`src/vlid_pkg.sv`:
```
package vlid_pkg;

  // opcode bytes of the instruction set
  localparam logic [7:0] OP_MOV_RR    = 8'h1A;
  localparam logic [7:0] OP_MOV_AR    = 8'h1B;
  localparam logic [7:0] OP_SUB_RRR   = 8'h0C;
  localparam logic [7:0] OP_SUB_RRA   = 8'h0D;
  localparam logic [7:0] OP_MUL_RRR   = 8'h21;
  localparam logic [7:0] OP_MUL_RRA   = 8'h23;
  localparam logic [7:0] OP_CMP_RR    = 8'h80;
  localparam logic [7:0] OP_MOV_LIT   = 8'h1C;

  // upper nibble of the second byte that selects the literal width
  localparam logic [3:0] LIT_SEL_8    = 4'h0;
  localparam logic [3:0] LIT_SEL_16   = 4'h1;

  // result kinds
  localparam logic [3:0] KIND_UNKNOWN   = 4'd0;
  localparam logic [3:0] KIND_MOV_RR    = 4'd1;
  localparam logic [3:0] KIND_MOV_AR    = 4'd2;
  localparam logic [3:0] KIND_SUB_RRR   = 4'd3;
  localparam logic [3:0] KIND_SUB_RRA   = 4'd4;
  localparam logic [3:0] KIND_MUL_RRR   = 4'd5;
  localparam logic [3:0] KIND_MUL_RRA   = 4'd6;
  localparam logic [3:0] KIND_CMP       = 4'd7;
  localparam logic [3:0] KIND_LIT8      = 4'd8;
  localparam logic [3:0] KIND_LIT16     = 4'd9;
  localparam logic [3:0] KIND_MALFORMED = 4'd10;
  localparam logic [3:0] KIND_TRUNCATED = 4'd11;

  typedef struct packed {
    logic [7:0] code_byte;
    logic       end_of_stream;
  } code_item_t;

  typedef struct packed {
    logic [3:0]  kind;
    logic [7:0]  first_byte;
    logic [3:0]  reg_a;
    logic [3:0]  reg_b;
    logic [3:0]  reg_c;
    logic [15:0] literal;
    logic [31:0] virtual_address;
    logic [2:0]  length;
  } result_item_t;

  // bytes held of the instruction in progress
  typedef struct packed {
    logic [2:0]  position;
    logic [7:0]  opcode;
    logic [7:0]  second;
    logic [31:0] shift;
  } decode_state_t;

  // opcode starts a known instruction form
  function automatic logic opcode_known(input logic [7:0] op);
    logic known;
    known = 1'b0;
    case (op) inside
      OP_MOV_RR, OP_MOV_AR, OP_SUB_RRR, OP_SUB_RRA,
      OP_MUL_RRR, OP_MUL_RRA, OP_CMP_RR, OP_MOV_LIT: known = 1'b1;
      default: known = 1'b0;
    endcase
    return known;
  endfunction

  // total length once the second byte is in
  function automatic logic [2:0] form_length(input logic [7:0] op, input logic [7:0] second);
    logic [2:0] len;
    len = 3'd2;
    case (op) inside
      OP_MOV_RR, OP_CMP_RR:               len = 3'd2;
      OP_SUB_RRR, OP_MUL_RRR:             len = 3'd3;
      OP_MOV_AR, OP_SUB_RRA, OP_MUL_RRA:  len = 3'd6;
      OP_MOV_LIT: begin
        if (second[7:4] == LIT_SEL_8) begin
          len = 3'd3;
        end else if (second[7:4] == LIT_SEL_16) begin
          len = 3'd4;
        end else begin
          len = 3'd2;
        end
      end
      default: len = 3'd2;
    endcase
    return len;
  endfunction

endpackage

```
`src/vlid_decode.sv`:
```
module vlid_decode (
  input  vlid_pkg::decode_state_t state,
  input  vlid_pkg::code_item_t    item,
  output vlid_pkg::decode_state_t state_next,
  output logic                    emit,
  output vlid_pkg::result_item_t  result
);

  logic [2:0] target;

  // fields of a completed instruction
  function automatic vlid_pkg::result_item_t complete(input vlid_pkg::decode_state_t s,
                                                      input logic [2:0] len);
    vlid_pkg::result_item_t r;
    r = '0;
    r.first_byte = s.opcode;
    r.length = len;
    unique case (s.opcode)
      vlid_pkg::OP_MOV_RR: begin
        r.kind = vlid_pkg::KIND_MOV_RR;
        r.reg_a = s.second[7:4];
        r.reg_b = s.second[3:0];
      end
      vlid_pkg::OP_CMP_RR: begin
        r.kind = vlid_pkg::KIND_CMP;
        r.reg_a = s.second[7:4];
        r.reg_b = s.second[3:0];
      end
      vlid_pkg::OP_MOV_AR: begin
        r.kind = vlid_pkg::KIND_MOV_AR;
        r.reg_a = s.second[3:0];
        r.virtual_address = s.shift;
      end
      vlid_pkg::OP_SUB_RRR: begin
        r.kind = vlid_pkg::KIND_SUB_RRR;
        r.reg_a = s.second[3:0];
        r.reg_b = s.shift[7:4];
        r.reg_c = s.shift[3:0];
      end
      vlid_pkg::OP_MUL_RRR: begin
        r.kind = vlid_pkg::KIND_MUL_RRR;
        r.reg_a = s.second[3:0];
        r.reg_b = s.shift[7:4];
        r.reg_c = s.shift[3:0];
      end
      vlid_pkg::OP_SUB_RRA: begin
        r.kind = vlid_pkg::KIND_SUB_RRA;
        r.reg_a = s.second[7:4];
        r.reg_b = s.second[3:0];
        r.virtual_address = s.shift;
      end
      vlid_pkg::OP_MUL_RRA: begin
        r.kind = vlid_pkg::KIND_MUL_RRA;
        r.reg_a = s.second[7:4];
        r.reg_b = s.second[3:0];
        r.virtual_address = s.shift;
      end
      default: begin
        // literal move: width picked by the upper nibble of the second byte
        if (s.second[7:4] == vlid_pkg::LIT_SEL_8) begin
          r.kind = vlid_pkg::KIND_LIT8;
          r.reg_a = s.second[3:0];
          r.literal = {8'h00, s.shift[7:0]};
        end else if (s.second[7:4] == vlid_pkg::LIT_SEL_16) begin
          r.kind = vlid_pkg::KIND_LIT16;
          r.reg_a = s.second[3:0];
          r.literal = s.shift[15:0];
        end else begin
          r.kind = vlid_pkg::KIND_MALFORMED;
        end
      end
    endcase
    return r;
  endfunction

  // one byte step of the decoder
  always_comb begin
    state_next = state;
    emit = 1'b0;
    result = '0;
    target = 3'd2;
    if (state.position == 3'd0) begin
      if (!vlid_pkg::opcode_known(item.code_byte)) begin
        // unknown opcode: one-byte result
        emit = 1'b1;
        result.kind = vlid_pkg::KIND_UNKNOWN;
        result.first_byte = item.code_byte;
        result.length = 3'd1;
      end else begin
        state_next = '0;
        state_next.opcode = item.code_byte;
        state_next.position = 3'd1;
        if (item.end_of_stream) begin
          emit = 1'b1;
          result.kind = vlid_pkg::KIND_TRUNCATED;
          result.first_byte = item.code_byte;
          result.length = 3'd1;
          state_next = '0;
        end
      end
    end else begin
      // collect the byte
      if (state.position == 3'd1) begin
        state_next.second = item.code_byte;
        state_next.position = 3'd2;
      end else begin
        state_next.shift = {state.shift[23:0], item.code_byte};
        state_next.position = 3'(state.position + 3'd1);
      end
      target = vlid_pkg::form_length(state.opcode, state_next.second);
      if (state_next.position >= target) begin
        emit = 1'b1;
        result = complete(state_next, target);
        state_next = '0;
      end else if (item.end_of_stream) begin
        emit = 1'b1;
        result.kind = vlid_pkg::KIND_TRUNCATED;
        result.first_byte = state.opcode;
        result.length = state_next.position;
        state_next = '0;
      end
    end
  end

endmodule

```
`src/variable_length_instruction_decoder_unit.sv`:
```
// Byte-serial decoder for a variable-length instruction set.
// Latency: a result appears in the cycle after the transfer of its final byte.
// Throughput: one byte per cycle while the result register is free or draining;
// the decode step between the held-byte state and the result register is a single pass of field extraction.
// Reset (rst, synchronous): waits for an opcode, no result pending.
module variable_length_instruction_decoder_unit (
  input  logic                   clk,
  input  logic                   rst,
  input  logic                   code_valid,
  output logic                   code_ready,
  input  vlid_pkg::code_item_t   code,
  output logic                   result_valid,
  input  logic                   result_ready,
  output vlid_pkg::result_item_t result
);

  vlid_pkg::decode_state_t state;
  vlid_pkg::decode_state_t state_next;
  vlid_pkg::result_item_t  result_next;
  logic                    emit;
  logic                    code_xfer;

  // a byte moves in whenever the result register is free or draining
  assign code_ready = !result_valid || result_ready;
  assign code_xfer  = code_valid && code_ready;

  vlid_decode u_decode (
    .state      (state),
    .item       (code),
    .state_next (state_next),
    .emit       (emit),
    .result     (result_next)
  );

  // held bytes of the instruction in progress
  always_ff @(posedge clk) begin
    if (rst) begin
      state <= '0;
    end else if (code_xfer) begin
      state <= state_next;
    end
  end

  // result register
  always_ff @(posedge clk) begin
    if (rst) begin
      result_valid <= 1'b0;
    end else if (code_xfer && emit) begin
      result_valid <= 1'b1;
    end else if (result_ready) begin
      result_valid <= 1'b0;
    end
  end

  always_ff @(posedge clk) begin
    if (code_xfer && emit) begin
      result <= result_next;
    end
  end

endmodule
```
`config.mk`:
```
export PLATFORM = sky130hd
export DESIGN_NAME = variable_length_instruction_decoder_unit
export DESIGN_NICKNAME = d
export VERILOG_FILES = /design/src/vlid_pkg.sv /design/src/vlid_decode.sv /design/src/variable_length_instruction_decoder_unit.sv
export SDC_FILE = /design/constraint.sdc
export NUM_CORES = 1
export LEC_CHECK = 0
export CORE_ASPECT_RATIO = 0.75
export CORE_UTILIZATION = 30
export CTS_BUF_LIST = sky130_fd_sc_hd__clkbuf_8
export CTS_CLUSTER_SIZE = 40
export DETAILED_ROUTE_END_ITERATION = 12
export DONT_BUFFER_PORTS = 1
export GPL_TIMING_DRIVEN = 0
export SYNTH_ARGS = -nofsm -noshare
export SYNTH_HDL_FRONTEND = slang
export SYNTH_SLANG_ARGS = --single-unit
export TNS_END_PERCENT = 20
```
`constraint.sdc`:
```
create_clock -name clk -period 16.99 [get_ports clk]
set_input_delay 0.8495 -clock clk [delete_from_list [all_inputs] [get_ports clk]]
set_output_delay 0.8495 -clock clk [all_outputs]
set_load 0.02 [all_outputs]
```
==> impl_metrics.env <==
export IMPL_postCtsResizedCells=0
export IMPL_placed_cells=785
export IMPL_cts_tree="yes"
export IMPL_critPathLaunchType="flop"
export IMPL_p_clk_share_pct=39.8
export IMPL_drc_errors=0
export IMPL_hold_class="reg2reg"
export IMPL_ys_types=57
export IMPL_worstPathArrival_ns=4.82
export IMPL_clkSinkCount=127
export IMPL_grt_max_degree=33
export IMPL_nNetsFinal=576
export IMPL_p_sw_mw=0.155
export IMPL_grt_antenna_before_repair=0
export IMPL_p_leak_nw=2.09
export IMPL_tightest_slew_ns=0.904
export IMPL_peakVddDrop_mv=0.0490
export IMPL_drtPass1Iterations=5
export IMPL_ys_seq_elements=127
export IMPL_p_sw_share_pct=24.5
export IMPL_final_cells=817
export IMPL_final_setup_skew_ns=0.0108
export IMPL_slew_headroom_pct=39.1
export IMPL_worstPathRequired_ns=17.13
export IMPL_core_rowCount=43
export IMPL_gp_congestion=0.874
export IMPL_seqPwrFrac_pct=56.4
export IMPL_postLayoutSetupSlackWorst_ns=12.31
export IMPL_dieArea_um2=19600
export IMPL_wl_um=15300
export IMPL_setup_viol=0
export IMPL_hpwl_um=11100
export IMPL_cts_max_path_buffers=2
export IMPL_async_flop_share_pct=0
export IMPL_critPathTopFamily="compound AO/OA/AOI/OAI gates"
export IMPL_drive_gt1_share_pct=9.65
export IMPL_cts_setup_buffers=0
export IMPL_diodes=0
export IMPL_die_height_um=121
export IMPL_path_cells="inv_1, ha_1, nor2b_1, mux2_2, nor4_2, nor2_1, ha_1, nand2_1, o211ai_2, o21ai_0, a21oi_4, buf_12, buf_12"
export IMPL_cpPeakStageDelay_ns=0.65
export IMPL_clk_latency_ns=0.44
export IMPL_ctsHtreeMaxLevel=4
export IMPL_min_period_ns=4.68
export IMPL_synth_most_common_cell="edfxtp_1"
export IMPL_io_buffers=0
export IMPL_fin_crit_sh_pct=27.6
export IMPL_outcome="complete, no violations"
export IMPL_yosys_top_cells_count="edfxtp_1, nor2_1, dfxtp_1, nand2_1, a21oi_1"
export IMPL_yosys_top_cells_area="edfxtp_1, dfxtp_1, nor2_1"
export IMPL_crit_slowest_cell="a21oi_4"
export IMPL_via_per_inst=5.32
export IMPL_synth_top_area_share_pct=39.5
export IMPL_holdBufCountCts=0
export IMPL_yosys_warnings=0
export IMPL_root_buffer="clkbuf_8"
export IMPL_hold_violations=0
export IMPL_grt_overflow_total=0
export IMPL_rsz0062_at_grt="no"
export IMPL_fmaxAchievable_ghz=0.214
export IMPL_drtIter0Drc=627
export IMPL_comb_power_share_pct=3.8
export IMPL_synth_top_area_cell="edfxtp_1"
export IMPL_max_cap_violations=0
export IMPL_fin_tns_setup_ns=0
export IMPL_cts_buffers=17
export IMPL_cp_num_buf_inv=3
export IMPL_synthesis_nets=555
export IMPL_p_per_area_nw_per_um2=97.9
export IMPL_grtUsageTotal_pct=16.0
export IMPL_synthFlopType="edfxtp_1"
export IMPL_ys_seq_area_share_pct=57.7
export IMPL_crit_path_end_kind="flop"
export IMPL_p_int_mw=0.476
export IMPL_grt_pass1_vias=4108
export IMPL_place_ws_ns=12.35
export IMPL_antenna_left=0
export IMPL_synthesis_area_um2=5710
export IMPL_wl_per_cell_um=18.7
export IMPL_core_area_um2=18600
export IMPL_pin_count=90
export IMPL_syn_to_final_growth_pct=12.9
export IMPL_slew_viol_final=0
export IMPL_cp_max_fo=32
export IMPL_nFillCells=1812
export IMPL_initial_utilization_pct=30.7
export IMPL_synthCells=536
export IMPL_syn_avg_cell_area_um2=10.6
export IMPL_crit_type="reg2reg"
export IMPL_grt_pass1_wl_um=23800
export IMPL_dieWidth_um=161
export IMPL_clk_pin_slew_ns=0.07
export IMPL_synth_edf_count=75
export IMPL_vias=4349
==> final timing paths <==
check | cells after the start | startpoint | slack, ns | to
setup / recovery | 13 | state[49] | 12.31 | result[15]
setup reg to reg | 13 | state[49] | 12.31 | result[15]
hold / removal | 1 | state[36] | 0.49 | state[36]
hold reg to reg | 1 | state[36] | 0.49 | state[36]
==> sequential cells by signal, indices dropped and copies added, names as in the netlist <==
signal,cells
result,75
result_valid,1
state,51
==> stage by stage <==
stage | hold WS [ns] | util (%) | instance area, um^2 | power, mW
after floorplan | 0.448 | - | 5710 | 0.377
after global routing | 0.487 | 34.7 | 6440 | 0.655
after CTS | 0.487 | 34.7 | 6440 | 0.636
final | 0.489 | 34.7 | 6440 | 0.631
after global placement | 0.461 | 32.4 | 6010 | 0.386
after detailed placement | 0.470 | 32.7 | 6070 | 0.387
==> final cells by class <==
| cell class | instances | area [um^2] | share of cell area, % |
|---|---|---|---|
| tap | 247 | 309 | 4.80 |
| inverter | 34 | 128 | 1.98 |
| multi-input combinational | 342 | 2150 | 33.3 |
| buffer | 33 | 149 | 2.31 |
| clock inverter | 14 | 128 | 1.98 |
| clock buffer | 18 | 248 | 3.85 |
| sequential | 127 | 3290 | 51.1 |
| timing repair buffer | 2 | 40.0 | 0.622 |
==> cell families (layout without fill, tap and decap cells) <==
kind of cell	count (synthesis)	after routing	synth area share, %
buffers and inverters	67	101	4.85
DFF	127	127	57.7
AOI/OAI and AO/OA	161	161	19.5
muxes	16	16	2.87
adders and majority gates	6	6	1.32
and+or+nand+nor	159	159	13.8
==> cells in the final DEF, fill, tap and decap left out, types with 3 or more instances in the layout <==
master     n
nor4_1     7
nand2b_1   6
and2_1     6
clkbuf_1  18
inv_1     37
nor3_1     4
o32ai_1    4
nor4b_1    3
edfxtp_1  75
nor2b_1    4
nand2_1   48
nor2_1    60
o21a_1     3
o21ai_0   26
mux2i_1   13
a22oi_1    6
ha_1       6
nor3b_1    3
o21ai_1   13
a22o_1    23
nor4bb_1   3
buf_2     10
a32oi_1   22
a31o_1     4
clkbuf_8  18
a21oi_1   34
o22ai_1    5
mux2_2     3
dfxtp_1   52
o211ai_1   5
clkinv_2   5
==> metal layers <==
metal	wire [um]	GRT usage [%]	vias up	share of wire (%)
met3	1380	5.67	19	9.0
li1	-	-	2042	-
met5	0	0	-	0
met1	7270	22.6	2093	48
met2	6430	22.9	195	42
met4	190	4.66	0	1.2
==> power by group through the flow <==
stage	Sequential, mW	Combinational [mW]	Clock, mW
floorplan	0.362	0.0152	0
global placement	0.365	0.0207	0
detailed placement	0.363	0.0237	0
CTS	0.356	0.0239	0.256
global route	0.357	0.0259	0.272
finish	0.356	0.0239	0.251
Power figures use the tool's default switching activity.
